==> config.mk <==
export PLATFORM = sky130hd
export DESIGN_NAME = alternating_bit_link_slave_flat
export DESIGN_NICKNAME = d
export VERILOG_FILES = /design/src/sv/abl_pkg.sv /design/src/sv/abl_ifs.sv /design/src/sv/abl_ctrl.sv /design/src/sv/abl_datapath.sv /design/src/sv/alternating_bit_link_slave.sv /design/src/flat_wrapper.sv
export SDC_FILE = /design/constraint.sdc
export NUM_CORES = 1
export LEC_CHECK = 0
export ABC_AREA = 1
export BUFFER_PORTS_ARGS = -buffer_cell sky130_fd_sc_hd__buf_2
export CAP_MARGIN = 20
export CORE_ASPECT_RATIO = 2
export CORE_MARGIN = 5
export CORE_UTILIZATION = 45
export DETAILED_ROUTE_END_ITERATION = 8
export SLEW_MARGIN = 40
export SYNTH_ARGS = -nofsm -noshare
export SYNTH_HDL_FRONTEND = slang
export SYNTH_SLANG_ARGS = --single-unit
==> constraint.sdc <==
create_clock -name clk -period 3.5 [get_ports clk]
set_input_delay 0.175 -clock clk [delete_from_list [all_inputs] [get_ports clk]]
set_output_delay 0.175 -clock clk [all_outputs]
set_load 0.1 [all_outputs]
==> src/sv/abl_pkg.sv <==
`default_nettype none

package abl_pkg;

    localparam int PAYLOAD_DEPTH_DEF = 32;

    localparam int LEN_W     = 6;
    localparam int BYTE_W    = 8;
    localparam int OP_W      = 2;
    localparam int TYPE_W    = 2;
    localparam int KIND_W    = 2;
    localparam int IDX_W     = 5;
    localparam int COUNT_W   = 8;
    localparam int CFG_IDX_W = 2;

    localparam logic [OP_W-1:0] OP_FRAME  = 2'd0;
    localparam logic [OP_W-1:0] OP_WRITE  = 2'd1;
    localparam logic [OP_W-1:0] OP_COMMIT = 2'd2;

    localparam logic [TYPE_W-1:0] FT_HELLO   = 2'd0;
    localparam logic [TYPE_W-1:0] FT_WELCOME = 2'd1;
    localparam logic [TYPE_W-1:0] FT_LINK    = 2'd2;
    localparam logic [TYPE_W-1:0] FT_BYE     = 2'd3;

    localparam logic [KIND_W-1:0] KIND_STATUS  = 2'd0;
    localparam logic [KIND_W-1:0] KIND_HEADER  = 2'd1;
    localparam logic [KIND_W-1:0] KIND_PAYLOAD = 2'd2;

    localparam logic [CFG_IDX_W-1:0] CFG_MAX_PAYLOAD = 2'd0;
    localparam logic [CFG_IDX_W-1:0] CFG_VERSION     = 2'd1;
    localparam logic [CFG_IDX_W-1:0] CFG_CAPS        = 2'd2;

    localparam logic [LEN_W-1:0]  MAX_PAYLOAD_RST = 6'd32;
    localparam logic [BYTE_W-1:0] VERSION_RST     = 8'd1;
    localparam logic [BYTE_W-1:0] CAPS_RST        = 8'd0;

    localparam logic [LEN_W-1:0] WELCOME_LEN = 6'd3;

    typedef struct packed {
        logic load;
        logic exec;
        logic push;
    } abl_cmd_t;

    typedef struct packed {
        logic final_item;
    } abl_sts_t;

endpackage

`default_nettype wire

==> src/sv/abl_ifs.sv <==
`default_nettype none

interface abl_in_if;
    logic                          valid;
    logic                          ready;
    logic [abl_pkg::OP_W-1:0]      operation;
    logic                          frame_valid;
    logic [abl_pkg::TYPE_W-1:0]    frame_type;
    logic                          frame_seq;
    logic                          frame_ack;
    logic [abl_pkg::LEN_W-1:0]     frame_len;
    logic [abl_pkg::IDX_W-1:0]     tx_index;
    logic [abl_pkg::BYTE_W-1:0]    tx_data;
    logic [abl_pkg::COUNT_W-1:0]   tx_count;

    modport source (
        output valid, operation, frame_valid, frame_type, frame_seq, frame_ack,
               frame_len, tx_index, tx_data, tx_count,
        input  ready
    );
    modport sink (
        input  valid, operation, frame_valid, frame_type, frame_seq, frame_ack,
               frame_len, tx_index, tx_data, tx_count,
        output ready
    );
endinterface

interface abl_out_if;
    logic                          valid;
    logic                          ready;
    logic [abl_pkg::KIND_W-1:0]    item_kind;
    logic [abl_pkg::LEN_W-1:0]     new_payload_len;
    logic                          session_was_reset;
    logic                          session_dropped;
    logic                          tx_ready;
    logic [abl_pkg::TYPE_W-1:0]    reply_type;
    logic                          resp_seq;
    logic                          resp_ack;
    logic [abl_pkg::LEN_W-1:0]     resp_len;
    logic [abl_pkg::BYTE_W-1:0]    payload_byte;
    logic                          last;

    modport source (
        output valid, item_kind, new_payload_len, session_was_reset, session_dropped,
               tx_ready, reply_type, resp_seq, resp_ack, resp_len, payload_byte,
               last,
        input  ready
    );
    modport sink (
        input  valid, item_kind, new_payload_len, session_was_reset, session_dropped,
               tx_ready, reply_type, resp_seq, resp_ack, resp_len, payload_byte,
               last,
        output ready
    );
endinterface

`default_nettype wire

==> src/sv/abl_ctrl.sv <==
`default_nettype none

module abl_ctrl (
    input  wire logic              clk,
    input  wire logic              rst_n,
    input  wire logic              in_valid,
    output logic                   in_ready,
    input  wire logic              out_ready,
    output logic                   out_valid,
    output abl_pkg::abl_cmd_t      cmd,
    input  wire abl_pkg::abl_sts_t sts
);

    localparam logic [1:0] ST_IDLE = 2'd0;
    localparam logic [1:0] ST_EXEC = 2'd1;
    localparam logic [1:0] ST_EMIT = 2'd2;

    logic [1:0] state_reg;
    logic [1:0] state_next;
    logic       out_valid_reg;
    logic       out_valid_next;
    logic       slot_free;

    assign in_ready  = (state_reg == ST_IDLE);
    assign out_valid = out_valid_reg;
    assign slot_free = !out_valid_reg || out_ready;

    always_comb
    begin
        cmd.load = in_valid && in_ready;
        cmd.exec = (state_reg == ST_EXEC);
        cmd.push = (state_reg == ST_EMIT) && slot_free;
    end

    always_comb
    begin
        state_next = state_reg;
        case (state_reg)
            ST_IDLE:
            begin
                if (cmd.load)
                begin
                    state_next = ST_EXEC;
                end
            end
            ST_EXEC:
            begin
                state_next = ST_EMIT;
            end
            ST_EMIT:
            begin
                if (cmd.push && sts.final_item)
                begin
                    state_next = ST_IDLE;
                end
            end
            default:
            begin
                state_next = ST_IDLE;
            end
        endcase
    end

    always_comb
    begin
        if (cmd.push)
        begin
            out_valid_next = 1'b1;
        end
        else if (out_ready)
        begin
            out_valid_next = 1'b0;
        end
        else
        begin
            out_valid_next = out_valid_reg;
        end
    end

    always_ff @(posedge clk or negedge rst_n)
    begin
        if (!rst_n)
        begin
            state_reg     <= ST_IDLE;
            out_valid_reg <= 1'b0;
        end
        else
        begin
            state_reg     <= state_next;
            out_valid_reg <= out_valid_next;
        end
    end

endmodule

`default_nettype wire

==> src/sv/abl_datapath.sv <==
`default_nettype none

module abl_datapath #(
    parameter int PAYLOAD_DEPTH = abl_pkg::PAYLOAD_DEPTH_DEF
) (
    input  wire logic                              clk,
    input  wire logic                              rst_n,
    input  wire abl_pkg::abl_cmd_t                 cmd,
    output abl_pkg::abl_sts_t                      sts,
    input  wire logic                              cfg_we,
    input  wire logic [abl_pkg::CFG_IDX_W-1:0]     cfg_index,
    input  wire logic [abl_pkg::BYTE_W-1:0]        cfg_data,
    input  wire logic [abl_pkg::OP_W-1:0]          operation,
    input  wire logic                              frame_valid,
    input  wire logic [abl_pkg::TYPE_W-1:0]        frame_type,
    input  wire logic                              frame_seq,
    input  wire logic                              frame_ack,
    input  wire logic [abl_pkg::LEN_W-1:0]         frame_len,
    input  wire logic [abl_pkg::IDX_W-1:0]         tx_index,
    input  wire logic [abl_pkg::BYTE_W-1:0]        tx_data,
    input  wire logic [abl_pkg::COUNT_W-1:0]       tx_count,
    output logic [abl_pkg::KIND_W-1:0]             item_kind,
    output logic [abl_pkg::LEN_W-1:0]              new_payload_len,
    output logic                                   session_was_reset,
    output logic                                   session_dropped,
    output logic                                   tx_ready,
    output logic [abl_pkg::TYPE_W-1:0]             reply_type,
    output logic                                   resp_seq,
    output logic                                   resp_ack,
    output logic [abl_pkg::LEN_W-1:0]              resp_len,
    output logic [abl_pkg::BYTE_W-1:0]             payload_byte,
    output logic                                   last
);

    localparam int LEN_W     = abl_pkg::LEN_W;
    localparam int BYTE_W    = abl_pkg::BYTE_W;
    localparam int ADDR_W    = $clog2(PAYLOAD_DEPTH);
    localparam int MEM_DEPTH = 1 << ADDR_W;

    localparam logic [1:0] CLS_STATUS  = 2'd0;
    localparam logic [1:0] CLS_WELCOME = 2'd1;
    localparam logic [1:0] CLS_LINK    = 2'd2;

    // configuration
    logic [LEN_W-1:0]  max_payload_reg;
    logic [BYTE_W-1:0] version_reg;
    logic [BYTE_W-1:0] caps_reg;

    // latched input item
    logic [abl_pkg::OP_W-1:0]    op_reg;
    logic                        fvalid_reg;
    logic [abl_pkg::TYPE_W-1:0]  ftype_reg;
    logic                        fseq_reg;
    logic                        fack_reg;
    logic [LEN_W-1:0]            flen_reg;
    logic [abl_pkg::IDX_W-1:0]   tidx_reg;
    logic [BYTE_W-1:0]           tdata_reg;
    logic [abl_pkg::COUNT_W-1:0] tcnt_reg;

    // link state
    logic             linked_reg,  linked_next;
    logic             rx_seq_reg,  rx_seq_next;
    logic             tx_seq_reg,  tx_seq_next;
    logic             outst_reg,   outst_next;
    logic [LEN_W-1:0] tx_len_reg,  tx_len_next;

    // response context
    logic [1:0]                  cls_reg,      cls_next;
    logic [LEN_W-1:0]            dlen_reg,     dlen_next;
    logic                        srst_reg,     srst_next;
    logic                        lost_reg,     lost_next;
    logic [abl_pkg::TYPE_W-1:0]  rtype_reg,    rtype_next;
    logic                        rseq_reg,     rseq_next;
    logic                        rack_reg,     rack_next;
    logic [LEN_W-1:0]            rlen_reg,     rlen_next;
    logic [LEN_W-1:0]            last_idx_reg, last_idx_next;
    logic [LEN_W-1:0]            cnt_reg,      cnt_next;

    // tx payload store
    logic [BYTE_W-1:0]    mem [MEM_DEPTH];
    logic [MEM_DEPTH-1:0] vld_reg;
    logic                 wr_en;
    logic [ADDR_W-1:0]    wr_addr;
    logic [ADDR_W-1:0]    rd_addr;
    logic [BYTE_W-1:0]    rd_mem_reg;
    logic                 rd_vld_reg;

    logic              frame_ok;
    logic              tx_rdy;
    logic              rel_outst;
    logic              rel_seq;
    logic [LEN_W-1:0]  rel_len;
    logic              new_rx_seq;
    logic [LEN_W-1:0]  new_dlen;

    // current item
    logic [abl_pkg::KIND_W-1:0] cur_kind;
    logic [BYTE_W-1:0]          cur_byte;

    assign sts.final_item = (cnt_reg == last_idx_reg);
    assign tx_rdy         = linked_reg && !outst_reg;
    assign frame_ok       = (op_reg == abl_pkg::OP_FRAME) && fvalid_reg
                            && (flen_reg <= max_payload_reg)
                            && (int'(flen_reg) <= PAYLOAD_DEPTH);

    // release on matching ack, then accept a new payload
    always_comb
    begin
        rel_outst  = outst_reg;
        rel_seq    = tx_seq_reg;
        rel_len    = tx_len_reg;
        new_rx_seq = rx_seq_reg;
        new_dlen   = '0;
        if (outst_reg && (fack_reg == tx_seq_reg))
        begin
            rel_outst = 1'b0;
            rel_len   = '0;
            rel_seq   = !tx_seq_reg;
        end
        if ((flen_reg != '0) && (fseq_reg != rx_seq_reg))
        begin
            new_rx_seq = fseq_reg;
            new_dlen   = flen_reg;
        end
    end

    always_comb
    begin
        linked_next   = linked_reg;
        rx_seq_next   = rx_seq_reg;
        tx_seq_next   = tx_seq_reg;
        outst_next    = outst_reg;
        tx_len_next   = tx_len_reg;
        cls_next      = cls_reg;
        dlen_next     = dlen_reg;
        srst_next     = srst_reg;
        lost_next     = lost_reg;
        rtype_next    = rtype_reg;
        rseq_next     = rseq_reg;
        rack_next     = rack_reg;
        rlen_next     = rlen_reg;
        last_idx_next = last_idx_reg;
        wr_en         = 1'b0;
        wr_addr       = ADDR_W'(tidx_reg);
        if (cmd.exec)
        begin
            cls_next      = CLS_STATUS;
            dlen_next     = '0;
            srst_next     = 1'b0;
            lost_next     = 1'b0;
            rtype_next    = abl_pkg::FT_HELLO;
            rseq_next     = 1'b0;
            rack_next     = 1'b0;
            rlen_next     = '0;
            last_idx_next = '0;
            if (op_reg == abl_pkg::OP_WRITE)
            begin
                wr_en = tx_rdy && (int'(tidx_reg) < PAYLOAD_DEPTH);
            end
            else if (op_reg == abl_pkg::OP_COMMIT)
            begin
                if (tx_rdy)
                begin
                    if (int'(tcnt_reg) > PAYLOAD_DEPTH)
                    begin
                        tx_len_next = LEN_W'(PAYLOAD_DEPTH);
                    end
                    else
                    begin
                        tx_len_next = LEN_W'(tcnt_reg);
                    end
                    outst_next = (tcnt_reg != '0);
                end
            end
            else if (frame_ok && (ftype_reg == abl_pkg::FT_HELLO))
            begin
                linked_next   = 1'b1;
                rx_seq_next   = 1'b1;
                tx_seq_next   = 1'b0;
                outst_next    = 1'b0;
                tx_len_next   = '0;
                cls_next      = CLS_WELCOME;
                srst_next     = 1'b1;
                rtype_next    = abl_pkg::FT_WELCOME;
                rlen_next     = abl_pkg::WELCOME_LEN;
                last_idx_next = abl_pkg::WELCOME_LEN;
            end
            else if (frame_ok && linked_reg && (ftype_reg == abl_pkg::FT_BYE))
            begin
                linked_next = 1'b0;
                rx_seq_next = 1'b1;
                tx_seq_next = 1'b0;
                outst_next  = 1'b0;
                tx_len_next = '0;
                lost_next   = 1'b1;
            end
            else if (frame_ok && linked_reg && (ftype_reg == abl_pkg::FT_LINK))
            begin
                outst_next    = rel_outst;
                tx_seq_next   = rel_seq;
                tx_len_next   = rel_len;
                rx_seq_next   = new_rx_seq;
                cls_next      = CLS_LINK;
                dlen_next     = new_dlen;
                rtype_next    = abl_pkg::FT_LINK;
                rseq_next     = rel_seq;
                rack_next     = new_rx_seq;
                rlen_next     = rel_outst ? rel_len : '0;
                last_idx_next = rel_outst ? rel_len : '0;
            end
        end
    end

    always_comb
    begin
        if (cmd.exec)
        begin
            cnt_next = '0;
        end
        else if (cmd.push)
        begin
            cnt_next = cnt_reg + 1'b1;
        end
        else
        begin
            cnt_next = cnt_reg;
        end
    end

    // keep the byte for the current item in the read register
    assign rd_addr = ADDR_W'(cnt_next - 1'b1);

    always_comb
    begin
        if (cnt_reg == '0)
        begin
            cur_kind = (cls_reg == CLS_STATUS) ? abl_pkg::KIND_STATUS
                                               : abl_pkg::KIND_HEADER;
        end
        else
        begin
            cur_kind = abl_pkg::KIND_PAYLOAD;
        end
        cur_byte = '0;
        if (cnt_reg != '0)
        begin
            case (cls_reg)
                CLS_WELCOME:
                begin
                    if (cnt_reg == LEN_W'(1))
                    begin
                        cur_byte = version_reg;
                    end
                    else if (cnt_reg == LEN_W'(2))
                    begin
                        cur_byte = caps_reg;
                    end
                    else
                    begin
                        cur_byte = BYTE_W'(max_payload_reg);
                    end
                end
                CLS_LINK:
                begin
                    cur_byte = rd_vld_reg ? rd_mem_reg : '0;
                end
                default:
                begin
                    cur_byte = '0;
                end
            endcase
        end
    end

    always_ff @(posedge clk or negedge rst_n)
    begin
        if (!rst_n)
        begin
            max_payload_reg <= abl_pkg::MAX_PAYLOAD_RST;
            version_reg     <= abl_pkg::VERSION_RST;
            caps_reg        <= abl_pkg::CAPS_RST;
        end
        else if (cfg_we)
        begin
            case (cfg_index)
                abl_pkg::CFG_MAX_PAYLOAD: max_payload_reg <= cfg_data[LEN_W-1:0];
                abl_pkg::CFG_VERSION:     version_reg     <= cfg_data;
                abl_pkg::CFG_CAPS:        caps_reg        <= cfg_data;
                default:                  ;
            endcase
        end
    end

    always_ff @(posedge clk or negedge rst_n)
    begin
        if (!rst_n)
        begin
            linked_reg <= 1'b0;
            rx_seq_reg <= 1'b1;
            tx_seq_reg <= 1'b0;
            outst_reg  <= 1'b0;
            tx_len_reg <= '0;
            vld_reg    <= '0;
            cnt_reg    <= '0;
        end
        else
        begin
            linked_reg <= linked_next;
            rx_seq_reg <= rx_seq_next;
            tx_seq_reg <= tx_seq_next;
            outst_reg  <= outst_next;
            tx_len_reg <= tx_len_next;
            cnt_reg    <= cnt_next;
            if (wr_en)
            begin
                vld_reg[wr_addr] <= 1'b1;
            end
        end
    end

    always_ff @(posedge clk)
    begin
        if (wr_en)
        begin
            mem[wr_addr] <= tdata_reg;
        end
        rd_mem_reg <= mem[rd_addr];
        rd_vld_reg <= vld_reg[rd_addr];
    end

    always_ff @(posedge clk)
    begin
        if (cmd.load)
        begin
            op_reg     <= operation;
            fvalid_reg <= frame_valid;
            ftype_reg  <= frame_type;
            fseq_reg   <= frame_seq;
            fack_reg   <= frame_ack;
            flen_reg   <= frame_len;
            tidx_reg   <= tx_index;
            tdata_reg  <= tx_data;
            tcnt_reg   <= tx_count;
        end
        cls_reg      <= cls_next;
        dlen_reg     <= dlen_next;
        srst_reg     <= srst_next;
        lost_reg     <= lost_next;
        rtype_reg    <= rtype_next;
        rseq_reg     <= rseq_next;
        rack_reg     <= rack_next;
        rlen_reg     <= rlen_next;
        last_idx_reg <= last_idx_next;
        if (cmd.push)
        begin
            item_kind         <= cur_kind;
            new_payload_len   <= dlen_reg;
            session_was_reset <= srst_reg;
            session_dropped   <= lost_reg;
            tx_ready          <= tx_rdy;
            reply_type        <= rtype_reg;
            resp_seq          <= rseq_reg;
            resp_ack          <= rack_reg;
            resp_len          <= rlen_reg;
            payload_byte      <= cur_byte;
            last              <= sts.final_item;
        end
    end

endmodule

`default_nettype wire

==> src/sv/alternating_bit_link_slave.sv <==
`default_nettype none

// Channel     Dir  Handshake        Payload
// item_in     in   valid / ready    operation, frame header, tx byte write, tx commit
// item_out    out  valid / ready    status, response header or response payload byte
// cfg         in   cfg_we           cfg_index, cfg_data (no read-back)
//
// Each input item is latched and executed, then its result items are emitted one
// item a cycle while item_out is not stalled: 1 for status, 4 for WELCOME, 1 + tx
// length for LINK (up to 1 + PAYLOAD_DEPTH). A stalled item_out holds the emission;
// item_in is taken again after the last result item enters the output register.
// Reset is asynchronous and clears link state and store valid bits at once.

module alternating_bit_link_slave #(
    parameter int PAYLOAD_DEPTH = abl_pkg::PAYLOAD_DEPTH_DEF
) (
    input  wire logic                           clk,
    input  wire logic                           rst_n,
    abl_in_if.sink                              item_in,
    abl_out_if.source                           item_out,
    input  wire logic                           cfg_we,
    input  wire logic [abl_pkg::CFG_IDX_W-1:0]  cfg_index,
    input  wire logic [abl_pkg::BYTE_W-1:0]     cfg_data
);

    abl_pkg::abl_cmd_t cmd;
    abl_pkg::abl_sts_t sts;

    abl_ctrl u_ctrl (
        .clk       (clk),
        .rst_n     (rst_n),
        .in_valid  (item_in.valid),
        .in_ready  (item_in.ready),
        .out_ready (item_out.ready),
        .out_valid (item_out.valid),
        .cmd       (cmd),
        .sts       (sts)
    );

    abl_datapath #(
        .PAYLOAD_DEPTH (PAYLOAD_DEPTH)
    ) u_datapath (
        .clk               (clk),
        .rst_n             (rst_n),
        .cmd               (cmd),
        .sts               (sts),
        .cfg_we            (cfg_we),
        .cfg_index         (cfg_index),
        .cfg_data          (cfg_data),
        .operation         (item_in.operation),
        .frame_valid       (item_in.frame_valid),
        .frame_type        (item_in.frame_type),
        .frame_seq         (item_in.frame_seq),
        .frame_ack         (item_in.frame_ack),
        .frame_len         (item_in.frame_len),
        .tx_index          (item_in.tx_index),
        .tx_data           (item_in.tx_data),
        .tx_count          (item_in.tx_count),
        .item_kind         (item_out.item_kind),
        .new_payload_len   (item_out.new_payload_len),
        .session_was_reset (item_out.session_was_reset),
        .session_dropped   (item_out.session_dropped),
        .tx_ready          (item_out.tx_ready),
        .reply_type        (item_out.reply_type),
        .resp_seq          (item_out.resp_seq),
        .resp_ack          (item_out.resp_ack),
        .resp_len          (item_out.resp_len),
        .payload_byte      (item_out.payload_byte),
        .last              (item_out.last)
    );

endmodule

`default_nettype wire

==> src/flat_wrapper.sv <==
// flat-port wrapper written by rule: the top's interface ports become plain ports
module alternating_bit_link_slave_flat 
#(
    parameter int PAYLOAD_DEPTH = abl_pkg::PAYLOAD_DEPTH_DEF
)
  (clk, rst_n, cfg_we, cfg_index, cfg_data, item_in_valid, item_in_operation, item_in_frame_valid, item_in_frame_type, item_in_frame_seq, item_in_frame_ack, item_in_frame_len, item_in_tx_index, item_in_tx_data, item_in_tx_count, item_in_ready, item_out_valid, item_out_item_kind, item_out_new_payload_len, item_out_session_was_reset, item_out_session_dropped, item_out_tx_ready, item_out_reply_type, item_out_resp_seq, item_out_resp_ack, item_out_resp_len, item_out_payload_byte, item_out_last, item_out_ready);
  abl_in_if item_in_i ();
  abl_out_if item_out_i ();
  input  wire logic clk;
  input  wire logic rst_n;
  input  wire logic cfg_we;
  input  wire logic [abl_pkg::CFG_IDX_W-1:0] cfg_index;
  input  wire logic [abl_pkg::BYTE_W-1:0] cfg_data;
  input wire logic [$bits(item_in_i.valid)-1:0] item_in_valid;
  input wire logic [$bits(item_in_i.operation)-1:0] item_in_operation;
  input wire logic [$bits(item_in_i.frame_valid)-1:0] item_in_frame_valid;
  input wire logic [$bits(item_in_i.frame_type)-1:0] item_in_frame_type;
  input wire logic [$bits(item_in_i.frame_seq)-1:0] item_in_frame_seq;
  input wire logic [$bits(item_in_i.frame_ack)-1:0] item_in_frame_ack;
  input wire logic [$bits(item_in_i.frame_len)-1:0] item_in_frame_len;
  input wire logic [$bits(item_in_i.tx_index)-1:0] item_in_tx_index;
  input wire logic [$bits(item_in_i.tx_data)-1:0] item_in_tx_data;
  input wire logic [$bits(item_in_i.tx_count)-1:0] item_in_tx_count;
  output wire logic [$bits(item_in_i.ready)-1:0] item_in_ready;
  output wire logic [$bits(item_out_i.valid)-1:0] item_out_valid;
  output wire logic [$bits(item_out_i.item_kind)-1:0] item_out_item_kind;
  output wire logic [$bits(item_out_i.new_payload_len)-1:0] item_out_new_payload_len;
  output wire logic [$bits(item_out_i.session_was_reset)-1:0] item_out_session_was_reset;
  output wire logic [$bits(item_out_i.session_dropped)-1:0] item_out_session_dropped;
  output wire logic [$bits(item_out_i.tx_ready)-1:0] item_out_tx_ready;
  output wire logic [$bits(item_out_i.reply_type)-1:0] item_out_reply_type;
  output wire logic [$bits(item_out_i.resp_seq)-1:0] item_out_resp_seq;
  output wire logic [$bits(item_out_i.resp_ack)-1:0] item_out_resp_ack;
  output wire logic [$bits(item_out_i.resp_len)-1:0] item_out_resp_len;
  output wire logic [$bits(item_out_i.payload_byte)-1:0] item_out_payload_byte;
  output wire logic [$bits(item_out_i.last)-1:0] item_out_last;
  input wire logic [$bits(item_out_i.ready)-1:0] item_out_ready;
  assign item_in_i.valid = item_in_valid;
  assign item_in_i.operation = item_in_operation;
  assign item_in_i.frame_valid = item_in_frame_valid;
  assign item_in_i.frame_type = item_in_frame_type;
  assign item_in_i.frame_seq = item_in_frame_seq;
  assign item_in_i.frame_ack = item_in_frame_ack;
  assign item_in_i.frame_len = item_in_frame_len;
  assign item_in_i.tx_index = item_in_tx_index;
  assign item_in_i.tx_data = item_in_tx_data;
  assign item_in_i.tx_count = item_in_tx_count;
  assign item_in_ready = item_in_i.ready;
  assign item_out_valid = item_out_i.valid;
  assign item_out_item_kind = item_out_i.item_kind;
  assign item_out_new_payload_len = item_out_i.new_payload_len;
  assign item_out_session_was_reset = item_out_i.session_was_reset;
  assign item_out_session_dropped = item_out_i.session_dropped;
  assign item_out_tx_ready = item_out_i.tx_ready;
  assign item_out_reply_type = item_out_i.reply_type;
  assign item_out_resp_seq = item_out_i.resp_seq;
  assign item_out_resp_ack = item_out_i.resp_ack;
  assign item_out_resp_len = item_out_i.resp_len;
  assign item_out_payload_byte = item_out_i.payload_byte;
  assign item_out_last = item_out_i.last;
  assign item_out_i.ready = item_out_ready;
  alternating_bit_link_slave #(.PAYLOAD_DEPTH(PAYLOAD_DEPTH)) u_core (.clk(clk), .rst_n(rst_n), .item_in(item_in_i), .item_out(item_out_i), .cfg_we(cfg_we), .cfg_index(cfg_index), .cfg_data(cfg_data));
endmodule
==> key figures, run 1 <==
Setup path
  • R2R cell count: 14
  • CP max FO: 20
  • Worst path arrival time: 3450 ps
  • Critical Path End Type: flip-flop
  • Critical path required time: 3930 ps
  • Nature of the critical path startpoint: flip-flop
  • Critical path class: reg2reg
  • Reg2reg setup slack: approximately 480 ps

Floorplanning
  • Die Footprint: 45600 um2
  • Core area: 40900 um2
  • Die Y: between 200 and 300 um
  • Die width: 154 um
  • Row cnt: 105
  • Ports: 81
  • Starting Density: 45.4%

Final layout
  • Area growth from synthesis to layout: 14.7%
  • Most frequent cells in the layout: 385 x nand3_1, 336 x edfxtp_1, 317 x nand2_1
  • Layout cells sized above 1: 10.6%
  • Commonest non-fill, non-tap cell in the layout: nand3_1
  • Final #Nets: 1993
  • Final core occ: 52.1%
  • Max reg flops: 256
  • # diodes: 0

Logic synthesis
  • Yosys cell types: 36
  • Syn_area_per_cell: just over 10 um2
  • Synthesized area: ~19000 um2
  • YS warnings: 0
  • Synth area leaders: edfxtp_1 54%, nand3_1 10%, dfrtp_1 9.4%, nand2_1 6.4%, inv_1 6.4%
  • Cells after Synth: 1811
  • Syn nets: 1877
  • Synth top area share: 54.4%
  • Yosys reg bits: 418
  • Sequential share of the synthesized area: 65.2%
  • Yosys top cell by area: edfxtp_1

Drt
  • Routed length per instance: 19.4 um
  • Vias per inst: 5.22
  • Remaining antenna violation count after routing: 0
  • TritonRoute pass-1 iters: 5
  • Total wire length: 48.4 mm
  • DRT iter0 DRCs: 900
  • Vias: 13002
  • Remaining DRCs: 0

Clock tree
  • CTS buffer count: 38
  • Clk buf depth: 3
  • Root Buffer: clkbuf_16
  • Clock Sinks: between 400 and 500
  • CTS resizes: 0
  • Worst-path clk slew: roughly 70 ps
  • H-tree levels: 2
  • CTS tree: done
  • Clk Latency, worst-skew pair: 550 ps

STA
  • Clock skew: 18.4 ps
  • Worst rel slew slack: 44.2%
  • Final Cycle Share: 86.4%
  • Final TNS setup: 0 ps
  • RSZ-0062 raised after global routing: false
  • Slew @ Worst Pin: 836 ps
  • Count of final max-slew check failures: 0
  • Fmax: 331 MHz
  • Hold Vio Cnt, Final: 0
  • Final setup viols: 0
  • Period minus WS final: 3020 ps

Pwr
  • Seq pwr share: between 30% and 40%
  • Pint: 0.0110 W
  • Leak: 9.12 nW
  • Peak VDD IR: approximately 1.1 mV
  • Switching Share: 46.1%
  • Combinational share of power: 48.9%
  • Clock Power Share: between 20% and 30%
  • Sw Pwr: ~0.0094 W
  • P per Cell Area: between 900 and 1000 nW/um2

Placement
  • I/O Buffers: 80
  • GPL Wtd Cong: between 0.8 and 0.9
  • DP HPWL: 31.8 mm

Global route
  • Largest net degree at the start of global routing: 148
  • Number of global-route vias before repair: 13274
  • GRT overflow: 0
  • Total track usage: between 20% and 30%
  • Initial antenna violation count: 0
  • First-pass GRT wire length: 74.4 mm

Run status
  • Outcome: completed

Job
  • Max_cap viols: 0

Min path
  • Worst hold path class: in2reg
  • Worst hold stages: 4
==> layout make-up <==
type,count,area [um2]
fillers,3663,19600
flip-flops and latches,418,12100
multi-input cells,993,4890
inverters,318,1190
repair buffers,158,1150
clock buffers,51,1080
well taps,535,669
clock inverters,19,186
==> per-layer routing <==
metal  vias up  share of wire (%)  track usage, %  wire length [um]
li1       6237                  -               -                 -
met1      6298                 35            21.6             16800
met2       345                 56            40.7             27200
met3       122                4.2            2.59              2040
met4         0                5.0            10.1              2440
met5         -                  0               0                 0
==> worst max-delay path: stages (launching register included) <==
cell     delay (ps)
dfrtp_1         470
inv_1           140
ha_1            320
inv_1            70
nand3_1          90
nand3_1         150
ha_2            260
nand4_1         120
nand2_2         300
buf_4           330
nand3_1         180
nand3_1         150
nand2_1          80
nand2_1         160
nand2_1          80
==> per-stage QoR <==
stage	hold WS (ps)	total power, W	cells	setup WS [ps]	cell area [um2]
after floorplan	-121	0.0132	1811	10.7	18500
after global placement	351	0.0163	2377	613	19500
after detailed placement	244	0.0163	2378	533	19500
after CTS	51.4	0.0206	2492	508	21300
after global routing	107	0.0216	2492	277	21300
final	63.0	0.0205	2492	475	21300
==> path summary, 6_finish.rpt <==
| check | endpoint | startpoint |
|---|---|---|
| worst max-delay path | u_core.u_datapath.rd_mem_reg[0]$_DFF_P_ | u_core.u_datapath.cnt_reg[0]$_DFF_PN0_ |
| worst min-delay path | u_core.u_ctrl.out_valid$_DFFE_PN0P_ | item_out_ready |
| worst max register to register | u_core.u_datapath.rd_mem_reg[0]$_DFF_P_ | u_core.u_datapath.cnt_reg[0]$_DFF_PN0_ |
| worst min register to register | u_core.u_datapath.new_payload_len[1]$_DFFE_PP_ | u_core.u_datapath.dlen_reg[1]$_SDFFCE_PP0P_ |
| max in group asynchronous | u_core.u_datapath.vld_reg[11]$_DFFE_PN0P_ | rst_n |
| min in group asynchronous | u_core.u_datapath.max_payload_reg[3]$_DFFE_PN0P_ | rst_n |
==> kinds of logic after synthesis <==
family	after synthesis	share of synthesized area [%]
compound gates	91	2.56
xor+xnor	4	0.189
fa+ha+maj	17	1.15
buf+inv	400	8.63
flops	418	65.2
mux	1	0.0540
simple gates	880	22.2
==> what timing repair did <==
| item | 4_1_cts | 5_1_grt |
|---|---|---|
| buffers inserted | 0 | 0 |
| hold buffers | 44 | 0 |
| hold endpoints to repair | 127 | 0 |
==> synthesized netlist by cell type (all sizes together) <==
library cell	number
a21oi	10
a22oi	4
and2	1
buf	45
clkbuf	37
clkinv	1
dfrtp	70
dfstp	3
dfxtp	9
edfxtp	336
ha	17
inv	317
mux2i	1
nand2	324
nand3	390
nand3b	48
nand4	12
nor2	88
nor3	8
nor3b	2
o211ai	3
o21ai	73
o21bai	1
or2	7
xnor2	1
xor2	3
==> power groups by stage <==
stage                     sequential, W  combinational, W  clock, W
final                           0.00619            0.0100   0.00427
after global routing            0.00622            0.0109   0.00454
after CTS                       0.00619            0.0101   0.00436
after detailed placement        0.00629            0.0100         0
after global placement          0.00630           0.00995         0
after floorplan                 0.00704           0.00611         0
Note: power is estimated with default switching activity, not from simulation.
==> inputs of run 2 (changes only) <==
- MAX_ROUTING_LAYER: unset -> met4
==> run 2 against run 1 <==
Against the previous run: core utilization unchanged; maximum frequency about the same; clock skew up 1.0 ps; cell count unchanged; first-iteration DRC count down 8.2%; count of clock-buffer cells in the layout unchanged; register-to-register slack about the same; via count about the same; critical endpoint unchanged.
==> key figures, run 2 (synthesis gave the netlist of run 1 again) <==
Setup path
  • Reg2reg setup slack: 480 ps (about the same)
  • Critical Path Start: u_core.u_datapath.cnt_reg[0]$_DFF_PN0_
  • Worst path arrival time: 3450 ps (about the same)
  • CP max FO: 20 (unchanged)
  • Max incr delay on CP: 460 ps (about the same)
  • Family with the most delay on the worst path: simple AND/OR/NAND/NOR gates
  • Cell breakdown of the critical path: inv_1, ha_1, inv_1, nand3_1, nand3_1, ha_2, nand4_1, nand2_2, buf_4, nand3_1, nand3_1, nand2_1, nand2_1, nand2_1
  • Nature of the critical path startpoint: flip-flop
  • R2R cell count: 14 (unchanged)
  • Most Frequent Cell on Critical Path: nand3_1
  • Critical path buffer and inverter count: 3 (unchanged)
  • Reg-to-Reg Start: u_core.u_datapath.cnt_reg[0]$_DFF_PN0_
  • Critical path required time: 3920 ps (about the same)
  • Reg-to-reg endpoint: u_core.u_datapath.rd_mem_reg[0]$_DFF_P_
  • Slowest-stage cell, CP: dfrtp_1
  • Critical path class: reg2reg
  • Critical Path End Type: flip-flop

Drt
  • Vias: 13008 (+0.046%)
  • Total wire length: 48.3 mm (-0.15%)
  • DRT iter0 DRCs: 826 (-8.2%)
  • TritonRoute pass-1 iters: 5 (unchanged)
  • Remaining DRCs: 0 (unchanged)
  • Vias per inst: 5.22 (about the same)
  • Routed length per instance: 19.4 um (-0.15%)
  • Remaining antenna violation count after routing: 0 (unchanged)

STA
  • RSZ-0062 raised after global routing: false
  • Count of final max-slew check failures: 0 (unchanged)
  • Final Cycle Share: 86.4% (about the same)
  • Slew @ Worst Pin: 835 ps (-0.575 ps)
  • Period minus WS final: 3020 ps (-0.833 ps)
  • Hold Vio Cnt, Final: 0 (unchanged)
  • Fmax: 331 MHz (about the same)
  • Final setup viols: 0 (unchanged)
  • Clock skew: 19.4 ps (+1.04 ps)
  • Worst rel slew slack: 44.1% (about the same)
  • Final TNS setup: 0 ps (unchanged)

Pwr
  • Leak: 9.12 nW (unchanged)
  • P per Cell Area: 961 nW/um2 (-0.11%)
  • Power, Total: 0.0204 W (-0.11%)
  • Clock Power Share: 20.9% (about the same)
  • Combinational share of power: 48.8% (about the same)
  • Sw Pwr: 0.00940 W (-0.23%)
  • Peak VDD IR: 1.09 mV (-0.30%)
  • Pint: 0.0110 W (unchanged)
  • Switching Share: 46.0% (-0.058 points)
  • Seq pwr share: 30.3% (about the same)

Final layout
  • # diodes: 0 (unchanged)
  • Fillcell total: 3663 (unchanged)
  • Final core occ: 52.1% (unchanged)
  • Multi-input logic area: 4890 um2 (unchanged)
  • Final #Nets: 1993 (unchanged)
  • Layout cells sized above 1: 10.6% (unchanged)
  • Most frequent cells in the layout: 385 x nand3_1, 336 x edfxtp_1, 317 x nand2_1
  • Area growth from synthesis to layout: 14.7% (unchanged)
  • Final instance area: 21300 um2 (unchanged)
  • Max reg flops: 256 (unchanged)
  • Sequential cell area: 12100 um2 (unchanged)
  • Commonest non-fill, non-tap cell in the layout: nand3_1

Global route
  • Number of global-route vias before repair: 13290 (+0.12%)
  • First-pass GRT wire length: 74.4 mm (about the same)
  • Largest net degree at the start of global routing: 148 (unchanged)
  • Total track usage: 21.5% (+0.59 points)
  • Initial antenna violation count: 0 (unchanged)
  • GRT overflow: 0 (unchanged)

Floorplanning
  • Core area: 40900 um2 (unchanged)
  • Die width: 154 um (unchanged)
  • Starting Density: 45.4% (unchanged)
  • Die Footprint: 45600 um2 (unchanged)
  • Ports: 81 (unchanged)
  • Row cnt: 105 (unchanged)
  • Die Y: 297 um (unchanged)

Clock tree
  • Root Buffer: clkbuf_16
  • CTS tree: done
  • Worst-path clk slew: 70 ps (about the same)
  • Post-CTS setup buffers: 0 (unchanged)
  • Clk Latency, worst-skew pair: 550 ps (about the same)
  • Clock Sinks: 418 (unchanged)
  • H-tree levels: 2 (unchanged)
  • CTS buffer count: 38 (unchanged)
  • Clk buf depth: 3 (unchanged)

Min path
  • Worst hold stages: 4 (unchanged)
  • Worst Hold End: u_core.u_ctrl.out_valid$_DFFE_PN0P_
  • Min-delay src: item_out_ready
  • Worst hold path class: in2reg

Placement
  • I/O Buffers: 80 (unchanged)
  • GPL Wtd Cong: 0.913 (+1.7%)
  • DP HPWL: 31.8 mm (unchanged)
  • Placed inst area: 19500 um2 (unchanged)

Job
  • Max_cap viols: 0 (unchanged)

Run status
  • Outcome: completed
run 2: cell counts in the layout (fill, tap and decap cells not counted):
Identical to the previous run, type by type.
run 2: area by class of cell:
type	count	share of cell area [%]
flip-flops and latches	418	56.9
multi-input cells	993	23.0
inverters	318	5.61
repair buffers	158	5.41
clock buffers	51	5.09
well taps	535	3.15
clock inverters	19	0.876
run 2: what timing repair did:
action,in CTS,in global routing
endpoints found under the hold margin,127,0
gates resized for setup,0,0
hold buffers,44,0
run 2: power groups by stage:
stage	combinational [W]	sequential [W]	clock [W]
after floorplan	0.00611	0.00704	0
after global placement	0.00995	0.00630	0
after detailed placement	0.0100	0.00629	0
after CTS	0.0101	0.00619	0.00436
after global routing	0.0109	0.00622	0.00454
final	0.00998	0.00619	0.00427
run 2: per-stage QoR:
step	worst slack [ps]	std cells	hold slack [ps]
6_report	476	2492	63.5
5_1_grt	275	2492	109
2_1_floorplan	10.7	1811	-121
4_1_cts	508	2492	51.4
3_3_place_gp	613	2377	351
3_5_place_dp	533	2378	244
run 2: worst max-delay path by stage:
stage | end | slack, ps | cells after the start
finish | u_core.u_datapath.rd_mem_reg[0]$_DFF_P_ | 480 | 14
global route | u_core.u_datapath.rd_mem_reg[0]$_DFF_P_ | 270 | 14
CTS | u_core.u_datapath.rd_mem_reg[0]$_DFF_P_ | 510 | 14
detailed placement | u_core.u_datapath.rd_mem_reg[0]$_DFF_P_ | 530 | 14
global placement | u_core.u_datapath.rd_mem_reg[0]$_DFF_P_ | 610 | 14
floorplan | u_core.u_datapath.fack_reg$_DFFE_PP_ | 10 | 1
run 2: layer usage:
metal  wire (um)  GRT usage [%]
met4        2400           10.1
met3        1920           2.43
met1       16800           21.7
met5           0              -
met2       27200           40.7
run 2: worst reg2reg max path: cells and delay by family, from the launching register on:
family,cells,cell delay (ps)
simple gates,9,1330
fa+ha+maj,2,570
buf+inv,3,550
flops,1,460
==> inputs of run 3 (changes only) <==
- CORE_UTILIZATION: 45 -> 55
- PLACE_DENSITY: unset -> 0.75
==> run 3 against run 2 <==
Against the previous run: cell area fell by 1.6%; combinational power decreased by 2%; global-route usage is 4.7 points higher; die area decreased by 17%; sequential power increased by 0.8%; critical path depth did not move; worst setup slack got worse by 9.1 ps; sequential cell count stayed put; clock power down 6.3%; largest cell class unchanged.
==> key figures, run 3 (synthesis gave the netlist of run 1 again) <==
Clock tree
  • Clk Latency, worst-skew pair: 540 ps (about the same)
  • CTS buffer count: 36 (-5.3%)
  • Clk buf depth: 3 (unchanged)
  • Clock Sinks: 418 (unchanged)
  • H-tree levels: 2 (unchanged)
  • CTS tree: done
  • Root Buffer: clkbuf_16
  • Worst-path clk slew: 70 ps (about the same)

Setup path
  • Critical Path End Type: flip-flop
  • Critical path required time: 3930 ps (about the same)
  • Nature of the critical path startpoint: flip-flop
  • Max incr delay on CP: 480 ps (+20 ps)
  • Most Frequent Cell on Critical Path: nand3_1
  • Slowest-stage cell, CP: dfrtp_1
  • Critical path buffer and inverter count: 3 (unchanged)
  • Worst path arrival time: 3460 ps (about the same)
  • Family with the most delay on the worst path: simple AND/OR/NAND/NOR gates
  • Cell breakdown of the critical path: inv_1, ha_1, inv_1, nand3_1, nand3_1, ha_2, nand4_1, nand2_2, buf_4, nand3_1, nand3_1, nand2_1, nand2_1, nand2_1
  • CP max FO: 19 (-5.0%)
  • Critical path class: reg2reg

Global route
  • Number of global-route vias before repair: 13675 (+2.9%)
  • First-pass GRT wire length: 74.4 mm (about the same)
  • Initial antenna violation count: 0 (unchanged)
  • GRT overflow: 0 (unchanged)
  • Total track usage: 26.2% (+4.7 points)
  • Largest net degree at the start of global routing: 148 (unchanged)

Drt
  • Remaining DRCs: 0 (unchanged)
  • DRT iter0 DRCs: 1221 (+48%)
  • Vias per inst: 5.65 (+8.3%)
  • Remaining antenna violation count after routing: 0 (unchanged)
  • Routed length per instance: 20.4 um (+5.1%)
  • WL met2: 26.5 mm (-2.7%)
  • Top layer in use: met4
  • Vias: 13420 (+3.2%)
  • Total wire length: 48.4 mm (about the same)
  • Metal1 wirelength: 15.2 mm (-9.4%)
  • Met3 Wirelength: 2.95 mm (+53%)
  • TritonRoute pass-1 iters: 6 (+1)

Final layout
  • Final #Nets: 1979 (-0.70%)
  • Fillcell total: 2679 (-27%)
  • Most frequent cells in the layout: 385 x nand3_1, 336 x edfxtp_1, 317 x nand2_1
  • Multi-input logic area: 4870 um2 (-0.26%)
  • Layout cells sized above 1: 9.60% (-0.98 points)
  • Commonest non-fill, non-tap cell in the layout: nand3_1
  • Max reg flops: 256 (unchanged)
  • # diodes: 0 (unchanged)
  • Area growth from synthesis to layout: 12.9%
  • Final instance area: 20900 um2 (-1.6%)
  • Sequential cell area: 12100 um2 (unchanged)

STA
  • Final setup viols: 0 (unchanged)
  • Fmax: 330 MHz (-0.30%)
  • Final Cycle Share: 86.7% (+0.26 points)
  • Final TNS setup: 0 ps (unchanged)
  • Period minus WS final: 3030 ps (+9.10 ps)
  • Clock skew: 17.9 ps (-1.53 ps)
  • Hold Vio Cnt, Final: 0 (unchanged)
  • Count of final max-slew check failures: 0 (unchanged)
  • Worst rel slew slack: 41.6% (-2.5 points)
  • Slew @ Worst Pin: 873 ps (+38.5 ps)
  • RSZ-0062 raised after global routing: false

Pwr
  • Leak: 9.01 nW (-1.2%)
  • Switching Share: 46.3% (+0.28 points)
  • Peak VDD IR: 1.46 mV (+34%)
  • Combinational share of power: 48.9% (about the same)
  • Seq pwr share: 31.1% (+0.8 points)
  • Clock Power Share: 20.0% (-0.9 points)
  • Pint: 0.0108 W (-2.4%)
  • P per Cell Area: 958 nW/um2 (-0.30%)
  • Power, Total: 0.0200 W (-1.9%)
  • Sw Pwr: 0.00928 W (-1.3%)

Job
  • Max_cap viols: 0 (unchanged)

Placement
  • Placed inst area: 19300 um2 (-1.1%)
  • DP HPWL: 31.6 mm (-0.75%)
  • GPL Wtd Cong: 0.937 (+2.6%)
  • I/O Buffers: 80 (unchanged)

Floorplanning
  • Row cnt: 95 (-9.5%)
  • Die Footprint: 37700 um2 (-17%)
  • Die width: 140 um (-8.9%)
  • Die Y: 270 um (-9.2%)
  • Ports: 81 (unchanged)
  • Core area: 33500 um2 (-18%)
  • Starting Density: 55.3% (+9.9 points)

Run status
  • Outcome: completed

Min path
  • Worst hold path class: in2reg
==> run 3: changes by cell type in the layout (fill, tap and decap cells not counted), sizes merged <==
cell	previous run	this run
buf	114	102
bufinv	3	4
clkbuf	51	40
clkinv	10	14
clkinvlp	6	5
==> run 3: what timing repair did <==
action	in CTS	in global routing
setup buffers	0	0
resized for setup	0	0
hold endpoints to repair	127	0
hold buffers	44	0
==> run 3: worst paths after layout <==
path / to / cells after the start / from / slack [ps]
worst max-delay path: u_core.u_datapath.rd_mem_reg[5]$_DFF_P_ / 14 / u_core.u_datapath.cnt_reg[0]$_DFF_PN0_ / 470
worst min-delay path: u_core.u_ctrl.out_valid$_DFFE_PN0P_ / 4 / item_out_ready / 100
worst max register to register: u_core.u_datapath.rd_mem_reg[5]$_DFF_P_ / 14 / u_core.u_datapath.cnt_reg[0]$_DFF_PN0_ / 470
worst min register to register: u_core.u_datapath.session_dropped$_DFFE_PP_ / 0 / u_core.u_datapath.lost_reg$_SDFFCE_PP0P_ / 420
max in group asynchronous: u_core.u_datapath.vld_reg[10]$_DFFE_PN0P_ / 2 / rst_n / 2730
min in group asynchronous: u_core.u_datapath.caps_reg[3]$_DFFE_PN0P_ / 2 / rst_n / 240
==> run 3: metrics by stage <==
| step | setup slack, ps | hold slack [ps] | utilization, % | std cells |
|---|---|---|---|---|
| final | 467 | 97.3 | 62.5 | 2374 |
| after global routing | 323 | 122 | 62.5 | 2374 |
| after CTS | 497 | 79.9 | 62.4 | 2374 |
| after detailed placement | 526 | 259 | 57.7 | 2267 |
| after global placement | 544 | 352 | 57.6 | 2266 |
| after floorplan | 10.7 | -121 | - | 1811 |
==> run 3: routing by layer <==
metal  global-route usage, %  up-vias
met5                       -        -
met4                    17.7        0
met3                    3.46      215
met2                    47.7      610
met1                    25.1     6396
li1                        -     6199
==> run 3: final cells by class <==
cell class | count | area share, %
clock buffer | 40 | 4.48
clock inverter | 23 | 1.07
inverter | 318 | 5.70
multi-input combinational | 993 | 23.3
sequential | 418 | 57.8
tap | 436 | 2.61
timing repair buffer | 146 | 5.06
==> run 3: worst reg2reg max path: stages, from the launching register on <==
cell and delay [ps]:
dfrtp_1 480, inv_1 140, ha_1 310, inv_1 60
nand3_1 90, nand3_1 160, ha_2 260, nand4_1 120
nand2_2 380, buf_4 330, nand3_1 210, nand3_1 150
nand2_1 70, nand2_1 100, nand2_1 70
==> run 3: power groups by stage <==
stage / clock network [W] / registers (W) / logic, W
final: 0.00400 / 0.00624 / 0.00980
after global routing: 0.00425 / 0.00628 / 0.0106
after CTS: 0.00405 / 0.00623 / 0.00967
after detailed placement: 0 / 0.00633 / 0.00959
after global placement: 0 / 0.00632 / 0.00948
after floorplan: 0 / 0.00704 / 0.00611
